===== config.mk =====
export PLATFORM = sky130hd
export DESIGN_NAME = sha256_stream_hasher
export DESIGN_NICKNAME = d
export VERILOG_FILES = /design/src/rtl/shs_pkg.sv /design/src/rtl/sha256_stream_hasher.sv /design/src/rtl/shs_sched.sv /design/src/rtl/shs_round.sv
export SDC_FILE = /design/constraint.sdc
export NUM_CORES = 2
export LEC_CHECK = 0
export BUFFER_PORTS_ARGS = -buffer_cell sky130_fd_sc_hd__buf_2
export CELL_PAD_IN_SITES_DETAIL_PLACEMENT = 1
export CELL_PAD_IN_SITES_GLOBAL_PLACEMENT = 1
export CORE_MARGIN = 2
export CORE_UTILIZATION = 52
export DETAILED_ROUTE_END_ITERATION = 8
export PLACE_DENSITY = 0.81
export SYNTH_ARGS = -nofsm -noshare
export SYNTH_HDL_FRONTEND = slang
export SYNTH_SLANG_ARGS = --single-unit

===== constraint.sdc =====
create_clock -name clk -period 15.35 [get_ports clk]
set_input_delay 1.535 -clock clk [delete_from_list [all_inputs] [get_ports clk]]
set_output_delay 1.535 -clock clk [all_outputs]
set_load 0.02 [all_outputs]

===== src/rtl/shs_pkg.sv =====
// Shared types and constants for the SHA-256 stream hasher.
// No dependencies; every other file in rtl/ refers to it by scoped names.
`default_nettype none

package shs_pkg;

  // Padding marker byte and the byte position where the bit length starts
  localparam logic [7:0] PAD_MARK   = 8'h80;
  localparam logic [5:0] LEN_OFFSET = 6'd56;
  localparam logic [5:0] LAST_BYTE  = 6'd63;
  localparam logic [5:0] LAST_ROUND = 6'd63;
  localparam logic [2:0] LAST_WORD  = 3'd7;

  // Initial hash value, word 0 first
  localparam logic [31:0] INIT_HASH [8] = '{
    32'h6a09e667, 32'hbb67ae85, 32'h3c6ef372, 32'ha54ff53a,
    32'h510e527f, 32'h9b05688c, 32'h1f83d9ab, 32'h5be0cd19
  };

  // Controls from the sequencer to the message schedule
  typedef struct packed {
    logic load;    // shift one message byte in
    logic expand;  // advance the schedule by one round
  } sched_ctl_t;

  // Controls from the sequencer to the round unit
  typedef struct packed {
    logic init;     // copy chaining words into the working variables
    logic step;     // run one compression round
    logic fold;     // add working variables into the chaining words
    logic restore;  // return chaining words to the initial hash value
  } round_ctl_t;

  // Round constants
  function automatic logic [31:0] round_k(input logic [5:0] idx);
    logic [31:0] k;
    case (idx)
      6'd0:  k = 32'h428a2f98;  6'd1:  k = 32'h71374491;
      6'd2:  k = 32'hb5c0fbcf;  6'd3:  k = 32'he9b5dba5;
      6'd4:  k = 32'h3956c25b;  6'd5:  k = 32'h59f111f1;
      6'd6:  k = 32'h923f82a4;  6'd7:  k = 32'hab1c5ed5;
      6'd8:  k = 32'hd807aa98;  6'd9:  k = 32'h12835b01;
      6'd10: k = 32'h243185be;  6'd11: k = 32'h550c7dc3;
      6'd12: k = 32'h72be5d74;  6'd13: k = 32'h80deb1fe;
      6'd14: k = 32'h9bdc06a7;  6'd15: k = 32'hc19bf174;
      6'd16: k = 32'he49b69c1;  6'd17: k = 32'hefbe4786;
      6'd18: k = 32'h0fc19dc6;  6'd19: k = 32'h240ca1cc;
      6'd20: k = 32'h2de92c6f;  6'd21: k = 32'h4a7484aa;
      6'd22: k = 32'h5cb0a9dc;  6'd23: k = 32'h76f988da;
      6'd24: k = 32'h983e5152;  6'd25: k = 32'ha831c66d;
      6'd26: k = 32'hb00327c8;  6'd27: k = 32'hbf597fc7;
      6'd28: k = 32'hc6e00bf3;  6'd29: k = 32'hd5a79147;
      6'd30: k = 32'h06ca6351;  6'd31: k = 32'h14292967;
      6'd32: k = 32'h27b70a85;  6'd33: k = 32'h2e1b2138;
      6'd34: k = 32'h4d2c6dfc;  6'd35: k = 32'h53380d13;
      6'd36: k = 32'h650a7354;  6'd37: k = 32'h766a0abb;
      6'd38: k = 32'h81c2c92e;  6'd39: k = 32'h92722c85;
      6'd40: k = 32'ha2bfe8a1;  6'd41: k = 32'ha81a664b;
      6'd42: k = 32'hc24b8b70;  6'd43: k = 32'hc76c51a3;
      6'd44: k = 32'hd192e819;  6'd45: k = 32'hd6990624;
      6'd46: k = 32'hf40e3585;  6'd47: k = 32'h106aa070;
      6'd48: k = 32'h19a4c116;  6'd49: k = 32'h1e376c08;
      6'd50: k = 32'h2748774c;  6'd51: k = 32'h34b0bcb5;
      6'd52: k = 32'h391c0cb3;  6'd53: k = 32'h4ed8aa4a;
      6'd54: k = 32'h5b9cca4f;  6'd55: k = 32'h682e6ff3;
      6'd56: k = 32'h748f82ee;  6'd57: k = 32'h78a5636f;
      6'd58: k = 32'h84c87814;  6'd59: k = 32'h8cc70208;
      6'd60: k = 32'h90befffa;  6'd61: k = 32'ha4506ceb;
      6'd62: k = 32'hbef9a3f7;  6'd63: k = 32'hc67178f2;
      default: k = 32'h0;
    endcase
    return k;
  endfunction

endpackage

`default_nettype wire


===== src/rtl/sha256_stream_hasher.sv =====
// SHA-256 stream hasher top level: handshakes, padding sequencer, length counter.
// Depends on shs_pkg, shs_sched and shs_round.
//
// Usage: the slave channel takes one transaction per message byte; s_tuser
// marks that s_tdata holds a byte and s_tlast ends the message (that
// transaction may carry no byte). The master channel returns the digest as
// eight transactions of one 32-bit word each, word 0 first, with m_tlast on
// the eighth. Then the hasher starts over with the initial hash value.
// The 64th byte of a block starts the rounds and then the fold in the single
// round unit, during which s_tready is low. An end transaction feeds padding
// bytes one per cycle through the same byte path until the final block is
// full (fill = bytes held), plus one more pad block when fill is 56 or more,
// each block followed by its compression, then the eight digest words.
// s_tready is low from an end transaction until the last word is taken; a
// stall on m_tready simply holds the current word. Reset is synchronous and
// returns the initial hash value, an empty buffer and a zero length.
`default_nettype none

module sha256_stream_hasher (
  input  wire logic        clk,
  input  wire logic        rst,
  input  wire logic        s_tvalid,
  output logic             s_tready,
  input  wire logic [7:0]  s_tdata,   // [7:0] data_byte
  input  wire logic        s_tuser,   // [0] byte_valid
  input  wire logic        s_tlast,   // end_of_message
  output logic             m_tvalid,
  input  wire logic        m_tready,
  output logic [39:0]      m_tdata,   // [31:0] digest_word, [34:32] word_index, zero above
  output logic             m_tlast    // last_word
);

  typedef enum logic [2:0] {IDLE, PAD, COMPRESS, FOLD, OUT} state_t;

  state_t              state;
  logic [5:0]          fill;
  logic [5:0]          round_cnt;
  logic [2:0]          out_idx;
  logic [63:0]         bit_count;
  logic                pad_active;
  logic                mark_sent;
  logic                spill;
  logic                len_done;

  logic                s_fire;
  logic                m_fire;
  logic                push;
  logic                len_byte;
  logic [7:0]          push_byte;
  logic [31:0]         wt;
  logic [31:0]         chain_word;
  shs_pkg::sched_ctl_t sched_ctl;
  shs_pkg::round_ctl_t round_ctl;

  assign s_tready = (state == IDLE);
  assign s_fire   = s_tvalid && s_tready;
  assign m_tvalid = (state == OUT);
  assign m_fire   = m_tvalid && m_tready;
  assign m_tdata  = {5'b0, out_idx, chain_word};
  assign m_tlast  = (out_idx == shs_pkg::LAST_WORD);

  // Pick the byte to buffer: a message byte or a padding byte
  assign len_byte = mark_sent && !spill && (fill >= shs_pkg::LEN_OFFSET);
  always_comb begin
    if (state == IDLE) begin
      push_byte = s_tdata;
    end else if (!mark_sent) begin
      push_byte = shs_pkg::PAD_MARK;
    end else if (len_byte) begin
      push_byte = bit_count[63:56];
    end else begin
      push_byte = 8'h00;
    end
  end

  assign push = (s_fire && s_tuser) || (state == PAD);

  assign sched_ctl.load   = push;
  assign sched_ctl.expand = (state == COMPRESS);

  assign round_ctl.init    = push && (fill == shs_pkg::LAST_BYTE);
  assign round_ctl.step    = (state == COMPRESS);
  assign round_ctl.fold    = (state == FOLD);
  assign round_ctl.restore = m_fire && m_tlast;

  shs_sched u_sched (
    .clk       (clk),
    .ctl       (sched_ctl),
    .byte_in   (push_byte),
    .byte_lane (fill[1:0]),
    .wt        (wt)
  );

  shs_round u_round (
    .clk        (clk),
    .rst        (rst),
    .ctl        (round_ctl),
    .round_idx  (round_cnt),
    .wt         (wt),
    .word_sel   (out_idx),
    .chain_word (chain_word)
  );

  // Sequence bytes, padding, rounds and digest output
  always_ff @(posedge clk) begin
    if (rst) begin
      state      <= IDLE;
      fill       <= '0;
      round_cnt  <= '0;
      out_idx    <= '0;
      bit_count  <= '0;
      pad_active <= 1'b0;
      mark_sent  <= 1'b0;
      spill      <= 1'b0;
      len_done   <= 1'b0;
    end else begin
      if (push) begin
        fill <= fill + 6'd1;
      end
      case (state)
        IDLE: begin
          if (s_fire) begin
            if (s_tuser) begin
              bit_count <= bit_count + 64'd8;
            end
            pad_active <= s_tlast;
            if (s_tuser && (fill == shs_pkg::LAST_BYTE)) begin
              state     <= COMPRESS;
              round_cnt <= '0;
            end else if (s_tlast) begin
              state <= PAD;
            end
          end
        end
        PAD: begin
          if (!mark_sent) begin
            mark_sent <= 1'b1;
            spill     <= (fill >= shs_pkg::LEN_OFFSET);
          end else if (len_byte) begin
            bit_count <= {bit_count[55:0], 8'h00};
            if (fill == shs_pkg::LAST_BYTE) begin
              len_done <= 1'b1;
            end
          end
          if (fill == shs_pkg::LAST_BYTE) begin
            state     <= COMPRESS;
            round_cnt <= '0;
          end
        end
        COMPRESS: begin
          round_cnt <= round_cnt + 6'd1;
          if (round_cnt == shs_pkg::LAST_ROUND) begin
            state <= FOLD;
          end
        end
        FOLD: begin
          if (len_done) begin
            state   <= OUT;
            out_idx <= '0;
          end else if (pad_active) begin
            state <= PAD;
            spill <= 1'b0;
          end else begin
            state <= IDLE;
          end
        end
        OUT: begin
          if (m_fire) begin
            out_idx <= out_idx + 3'd1;
            if (m_tlast) begin
              state      <= IDLE;
              pad_active <= 1'b0;
              mark_sent  <= 1'b0;
              spill      <= 1'b0;
              len_done   <= 1'b0;
            end
          end
        end
        default: begin
          state <= IDLE;
        end
      endcase
    end
  end

  // Input and output sides never open together
  a_one_side: assert property (@(posedge clk) disable iff (rst)
    !(s_tready && m_tvalid))
    else $error("input and output handshakes open at once");

  // A block is folded only after all 64 bytes were buffered
  a_fold_full: assert property (@(posedge clk) disable iff (rst)
    (state == FOLD) |-> (fill == 6'd0))
    else $error("fold with a partly filled block");

  // The length has been shifted out entirely by the time the digest goes out
  a_len_spent: assert property (@(posedge clk) disable iff (rst)
    (state == OUT) |-> (bit_count == 64'd0))
    else $error("length not fully written into the final block");

  // Length completion implies padding with its marker byte
  a_len_order: assert property (@(posedge clk) disable iff (rst)
    len_done |-> (mark_sent && pad_active))
    else $error("length written without padding marker");

  // The digest always starts at word 0
  a_first_word: assert property (@(posedge clk) disable iff (rst)
    $rose(m_tvalid) |-> (out_idx == 3'd0))
    else $error("digest does not start at word 0");

endmodule

`default_nettype wire


===== src/rtl/shs_sched.sv =====
// Message schedule: packs bytes into a 16-word window and expands it one word per round.
// Depends on shs_pkg for the control struct.
`default_nettype none

module shs_sched (
  input  wire logic               clk,
  input  wire shs_pkg::sched_ctl_t ctl,
  input  wire logic [7:0]         byte_in,
  input  wire logic [1:0]         byte_lane,  // position of byte_in within its word
  output logic [31:0]             wt          // schedule word for the current round
);

  logic [23:0] acc;
  logic [31:0] win [16];
  logic [31:0] s0;
  logic [31:0] s1;
  logic [31:0] w_new;

  // Small sigma functions on fixed taps of the window
  assign s0 = {win[1][6:0], win[1][31:7]} ^ {win[1][17:0], win[1][31:18]} ^
              {3'b000, win[1][31:3]};
  assign s1 = {win[14][16:0], win[14][31:17]} ^ {win[14][18:0], win[14][31:19]} ^
              {10'b0, win[14][31:10]};
  assign w_new = win[0] + s0 + win[9] + s1;
  assign wt = win[0];

  // Collect bytes big-endian, shift full words into the window, or expand
  always_ff @(posedge clk) begin
    if (ctl.load) begin
      if (byte_lane == 2'd3) begin
        for (int i = 0; i < 15; i++) begin
          win[i] <= win[i + 1];
        end
        win[15] <= {acc, byte_in};
      end else begin
        acc <= {acc[15:0], byte_in};
      end
    end else if (ctl.expand) begin
      for (int i = 0; i < 15; i++) begin
        win[i] <= win[i + 1];
      end
      win[15] <= w_new;
    end
  end

endmodule

`default_nettype wire


===== src/rtl/shs_round.sv =====
// Round unit: eight working variables, one compression round per cycle while step is set, chaining words.
// Depends on shs_pkg for the control struct, round constants and initial hash value.
`default_nettype none

module shs_round (
  input  wire logic               clk,
  input  wire logic               rst,
  input  wire shs_pkg::round_ctl_t ctl,
  input  wire logic [5:0]         round_idx,
  input  wire logic [31:0]        wt,
  input  wire logic [2:0]         word_sel,
  output logic [31:0]             chain_word
);

  logic [31:0] chain [8];
  logic [31:0] v [8];   // a..h
  logic [31:0] big0;
  logic [31:0] big1;
  logic [31:0] choose;
  logic [31:0] major;
  logic [31:0] t1;
  logic [31:0] t2;

  // Round function on a..h
  assign big1 = {v[4][5:0], v[4][31:6]} ^ {v[4][10:0], v[4][31:11]} ^
                {v[4][24:0], v[4][31:25]};
  assign choose = (v[4] & v[5]) ^ (~v[4] & v[6]);
  assign t1 = v[7] + big1 + choose + shs_pkg::round_k(round_idx) + wt;
  assign big0 = {v[0][1:0], v[0][31:2]} ^ {v[0][12:0], v[0][31:13]} ^
                {v[0][21:0], v[0][31:22]};
  assign major = (v[0] & v[1]) ^ (v[0] & v[2]) ^ (v[1] & v[2]);
  assign t2 = big0 + major;

  assign chain_word = chain[word_sel];

  // Hold chaining words; fold after each block, restore after each digest
  always_ff @(posedge clk) begin
    if (rst || ctl.restore) begin
      for (int i = 0; i < 8; i++) begin
        chain[i] <= shs_pkg::INIT_HASH[i];
      end
    end else if (ctl.fold) begin
      for (int i = 0; i < 8; i++) begin
        chain[i] <= chain[i] + v[i];
      end
    end
  end

  // Advance the working variables
  always_ff @(posedge clk) begin
    if (ctl.init) begin
      for (int i = 0; i < 8; i++) begin
        v[i] <= chain[i];
      end
    end else if (ctl.step) begin
      v[0] <= t1 + t2;
      v[1] <= v[0];
      v[2] <= v[1];
      v[3] <= v[2];
      v[4] <= v[3] + t1;
      v[5] <= v[4];
      v[6] <= v[5];
      v[7] <= v[6];
    end
  end

endmodule

`default_nettype wire

Word level (Yosys, flattened, before mapping)
Memory sizes are Yosys's and may differ from the RTL's. A register that Yosys moved wholly into a read port is not among the register bits.
Index checks and enable logic that the tools add are counted.
Widths: inputs -> output; s select.
{ "word_totals": {"register_bits": 110, "mem_bits_rw": 1024, "romBits": 2048, "word_cells": 225, "memories": 4} }
{ "classes": {"n_addsub": 22, "n_lt_le_gt_ge": 1, "eq_ne": 22, "mux": 89, "bitwise": 50, "n_reduce_logical": 27} }
{ "memory_table": {"columns": ["memory", "depth", "word_bits", "read_ports", "rd_clocked_by_memory_dff", "write_ports", "line", "source"], "rows": [
  ["(no name shown)", 64, 32, 1, 1, 0, "shs_pkg.sv:37", "case (idx)"],
  ["u_sched.win", 16, 32, 16, 0, 16, "shs_sched.sv:14", "logic [31:0] win [16];"],
  ["u_round.chain", 8, 32, 9, 1, 8, "shs_round.sv:15", "logic [31:0] chain [8];"],
  ["u_round.v", 8, 32, 8, 0, 8, "shs_round.sv:16", "logic [31:0] v [8];"]
]} }
{ "ops": {"columns": ["op", "count"], "rows": [
  ["$mux 32", 32],
  ["$add 32x32->32", 18],
  ["$xor 32x32->32", 9],
  ["$mux 64", 4],
  ["$and 32x32->32", 5],
  ["$pmux 64 s2", 1],
  ["$add 64x4->64 const B", 1],
  ["$mux 3", 12],
  ["$not 32->32", 1],
  ["$or 1x1->1", 32],
  ["$xor 32x22->32", 1],
  ["$xor 32x29->32", 1],
  ["$mux 6", 5],
  ["$mux 1", 25],
  ["$mux 8", 3],
  ["$pmux 6 s3", 1],
  ["$reduce_and 6->1", 3],
  ["$pmux 3 s5", 1],
  ["$ne 2x1->1 const B", 7],
  ["$add 6x1->6 const B", 2],
  ["$eq 6x6->1 const B", 2],
  ["$ne 2x2->1 const B", 6],
  ["$logic_and 1x1->1", 8],
  ["$reduce_and 4->1", 2],
  ["19 further kinds", 29]
]} }

Depth between registers and ports, before layout
An unclocked memory read counts as a cell.
{ "depth": {"ltp_word": 9, "depth_mapped": 36} }

Cells and area by module
A second synthesis with hierarchy kept.
{ "hier_totals": {"hier_cells": 6694, "hier_area_um2": 71701.3} }
{ "by_module_without_submodules": {"columns": ["mod", "instances", "cells_per_inst", "area_each_um2", "seq_area_each_um2"], "rows": [
  ["shs_round", 1, 4705, 44777.9, 15374.7],
  ["shs_sched", 1, 1223, 21219.1, 16095.4],
  ["sha256_stream_hasher", 1, 766, 5704.2, 1661.6]
]} }

Worst setup path after synthesis
Ideal clock, no wire load.
{ "synth_timing": {"path_kind": "input -> register", "startpoint": "in s_tvalid", "endpoint": "mem u_sched.win[0][0], enable pin", "arrival_ns": 10.674, "t_required_ns": 11.718, "path_slack_ns": 1.044, "stages": 5, "path_buffers": 1, "cell_sequence": "a21oi_1 > nor3_1 > nand2_1 > clkbuf_1 > nand2_1"} }
{ "synth_rtl": {"columns": ["element", "line", "source"], "rows": [
  ["start, declared", "sha256_stream_hasher.sv:22", "input wire logic s_tvalid,"],
  ["end, declared", "shs_sched.sv:14", null]
]} }

==> run summary <==
outcome -> complete, no violations
CTS tree -> done
initial antenna violation count -> 18
Clock Skew -> 0.0638 ns
Avg Inst Size Synth -> 10.7 um^2
R2R Path End -> u_round.v[0][31]
Critical Path RT -> 15.87 ns
Final Max Tran Viols -> 0
initial core utilization -> 52.5%
final core utilization -> 57.3%
Vias -> 54700
clk buf depth -> 3
post-route cell area -> 77700 um^2
Slew @ Worst Pin -> 1.21 ns
wire per inst -> 29.4 um
M1 GR Usage -> 46.2%
PostCTS Resize Cnt -> 0
grt met2 use -> 56.9%
# Post-CTS Setup Buffers -> 0
root buffer cell -> clkbuf_16
Post-CTS Hold Fix Bufs -> 0
Port Buffers -> 51
max-cap violations -> 0
Critical Path Source -> u_round.v[0][154]
H-tree Lvls -> 4
IO Count -> 57
Clk Latency, worst-skew pair -> 0.82 ns
Initial DRC Count -> 5850
Worst Setup EP -> u_round.v[0][31]
slowest stage cell, crit path -> edfxtp_1
Global Route met3 Usage -> 6.60%
Post-Place Cell Area -> 73200 um^2
largest net degree at the start of global routing -> 203
DRC Markers -> 0
reg2reg setup slack -> 6.56 ns
pre-CTS setup slack -> 6.66 ns
synth warn -> 0
Async S/R FF share, synth -> 0%
TritonCTS Buffers -> 134
Cells after Synth -> 6629
layout cell share with drive strength beyond 1 -> 8.08%
fmax -> 114 MHz
critical path arrival -> 9.31 ns
Tcrit/Tclk final -> 57.2%
GR peak layer -> met2
vias in the first global route -> 56400
routability cong. -> 0.975
Layout Nets -> 7198
Final Hold Fails -> 0
commonest non-fill, non-tap cell in the layout -> edfxtp_1
Startpoint Class -> flip-flop
Area Growth Syn to Fin -> 9.14%
height of the chip -> 374 um
PwrDens -> 97.0 nW/um^2
gr usage total -> 35.4%
grt total ovfl -> 0
Hold Path Class -> reg -> reg
fill count -> 14300
Crit Path Class -> reg -> reg
commonest cells after routing, fill and taps aside -> edfxtp_1 (1048), nand2_1 (889), a21oi_1 (443)
R2R depth -> 33
Critical Path End Type -> flip-flop
final setup violation count -> 0
Detail Route Antenna Nets -> 0
Via density -> 6.44
count of cell types in the netlist -> 99
clk sink count -> 1166
synthesized flop and latch total -> 1166
Synth Flop Type -> edfxtp_1
die extent in x -> 374 um
post-synthesis sequential area ratio -> 47.5%
final worst slack -> 6.56 ns
first-pass iteration count of the detailed router -> 5
first-pass GRT wire length -> 370 mm
Post-synth EDFFs -> 1048
cell area after synthesis -> 71200 um^2
RSZ-0062 raised after global routing -> no
Power Total -> 7540 uW
CP max FO -> 6
Post-Route Setup TNS -> 0 ns
number of core rows -> 135
Core ar. -> 136000 um^2
drt total wl -> 250 mm
clk slew on worst S/H paths -> 0.06 ns
die area -> 140000 um^2
Leak Pwr -> 0.0285 uW
Worst path most repeated cell -> fa_1
Slew headroom -> 19.4%
dpl hpwl -> 183 mm
Peak VDD IR -> 0.152 mV
post-route minimum period -> 8.79 ns
Crit path largest cell delay -> 0.60 ns
Worst R2R Start -> u_round.v[0][154]
[state kept, by name, summed over array words and instances, names as in the netlist, named ones only]
register	cells
bit_count	61
fill	6
len_done	1
mark_sent	1
out_idx	3
pad_active	1
round_cnt	6
spill	1
state	3
u_round.chain	256
u_round.v	256
u_sched.acc	24
u_sched.win	512
[where the power goes]
group / internal (uW) / switching (uW) / total, uW
sequential: 3500 / 59.3 / 3560
clock: 1890 / 1450 / 3330
combinational: 227 / 415 / 642
[cells by family (layout without fill, tap and decap cells)]
family	Yosys count	in the layout	share of synthesized area, %
AO/OA/AOI/OAI	1524	1524	13.4
other	1	9	0.00526
flip-flops	1166	1166	47.5
buffers and inverters	691	756	3.71
AND/OR/NAND/NOR	1876	1876	11.7
adder cells (fa/ha/maj)	593	593	12.5
XOR/XNOR	576	576	7.10
multiplexers	202	202	4.13
[layer usage]
| layer | up-vias | wire (um) |
|---|---|---|
| met1 | 27800 | 100000 |
| met4 | 18 | 13900 |
| li1 | 23700 | - |
| met2 | 2567 | 116000 |
| met3 | 659 | 20100 |
| met5 | - | 117 |
[how the worst min path moves through the flow]
stage | start | end | slack [ns] | depth (start not counted)
after detailed placement | u_sched.win[0][138] | u_sched.win[0][106] | 0.41 | 0
final | u_sched.win[0][182] | u_sched.win[0][150] | 0.39 | 0
after global routing | u_sched.win[0][182] | u_sched.win[0][150] | 0.40 | 0
after floorplan | u_sched.win[0][132] | u_sched.win[0][100] | 0.40 | 0
after CTS | u_sched.win[0][182] | u_sched.win[0][150] | 0.40 | 0
after global placement | u_sched.win[0][67] | u_sched.win[0][35] | 0.40 | 0
[per-stage QoR]
step           hold WS [ns]  std cells
3_5_place_dp          0.405       8240
4_1_cts               0.398       8479
6_report              0.389       8483
3_3_place_gp          0.400       8240
5_1_grt               0.399       8479
2_1_floorplan         0.400       6633
[critical path: cells and delay by family (launching register included)]
| kind | cells | cell delay [ns] |
|---|---|---|
| AND/OR/NAND/NOR | 2 | 0.35 |
| multiplexers | 1 | 0.28 |
| flip-flops | 1 | 0.60 |
| XOR/XNOR | 5 | 1.13 |
| adder cells (fa/ha/maj) | 7 | 2.86 |
| buffers and inverters | 4 | 0.28 |
| AO/OA/AOI/OAI | 14 | 3.03 |
[area by class of cell]
type | count | area, um^2 | share of cell area [%]
Multi-Input combinational cell | 4776 | 34900 | 44.8
Clock buffer | 166 | 3520 | 4.53
Timing Repair Buffer | 112 | 738 | 0.950
Clock inverter | 73 | 1000 | 1.29
Antenna cell | 4 | 10.0 | 0.0129
Tap cell | 1781 | 2230 | 2.87
Inverter | 405 | 1530 | 1.97
Sequential cell | 1166 | 33800 | 43.5
[Yosys cell counts (all sizes together), types with 13 or more instances]
| cell | instances | area, um^2 |
|---|---|---|
| a211o | 15 | 131 |
| a211oi | 50 | 380 |
| a21boi | 21 | 158 |
| a21o | 185 | 1390 |
| a21oi | 445 | 2230 |
| a22oi | 15 | 113 |
| a31oi | 51 | 319 |
| and2 | 29 | 184 |
| and3 | 57 | 362 |
| buf | 56 | 260 |
| clkbuf | 230 | 863 |
| dfxtp | 118 | 2360 |
| edfxtp | 1048 | 31500 |
| fa | 195 | 3900 |
| ha | 394 | 4930 |
| inv | 405 | 1520 |
| mux2 | 97 | 1090 |
| mux2i | 41 | 410 |
| mux4 | 64 | 1440 |
| nand2 | 892 | 3350 |
| nand2b | 80 | 500 |
| nand3 | 108 | 553 |
| nand4 | 31 | 209 |
| nor2 | 408 | 1530 |
| nor2b | 56 | 350 |
| nor3 | 104 | 521 |
| nor4 | 16 | 121 |
| o211ai | 36 | 275 |
| o21a | 51 | 383 |
| o21ai | 424 | 2130 |
| o21bai | 44 | 334 |
| o22ai | 13 | 81.3 |
| o311ai | 14 | 123 |
| o31ai | 33 | 258 |
| or2 | 18 | 113 |
| or3 | 39 | 244 |
| xnor2 | 354 | 3100 |
| xor2 | 221 | 1940 |
Note: power is estimated with default switching activity, not from simulation.
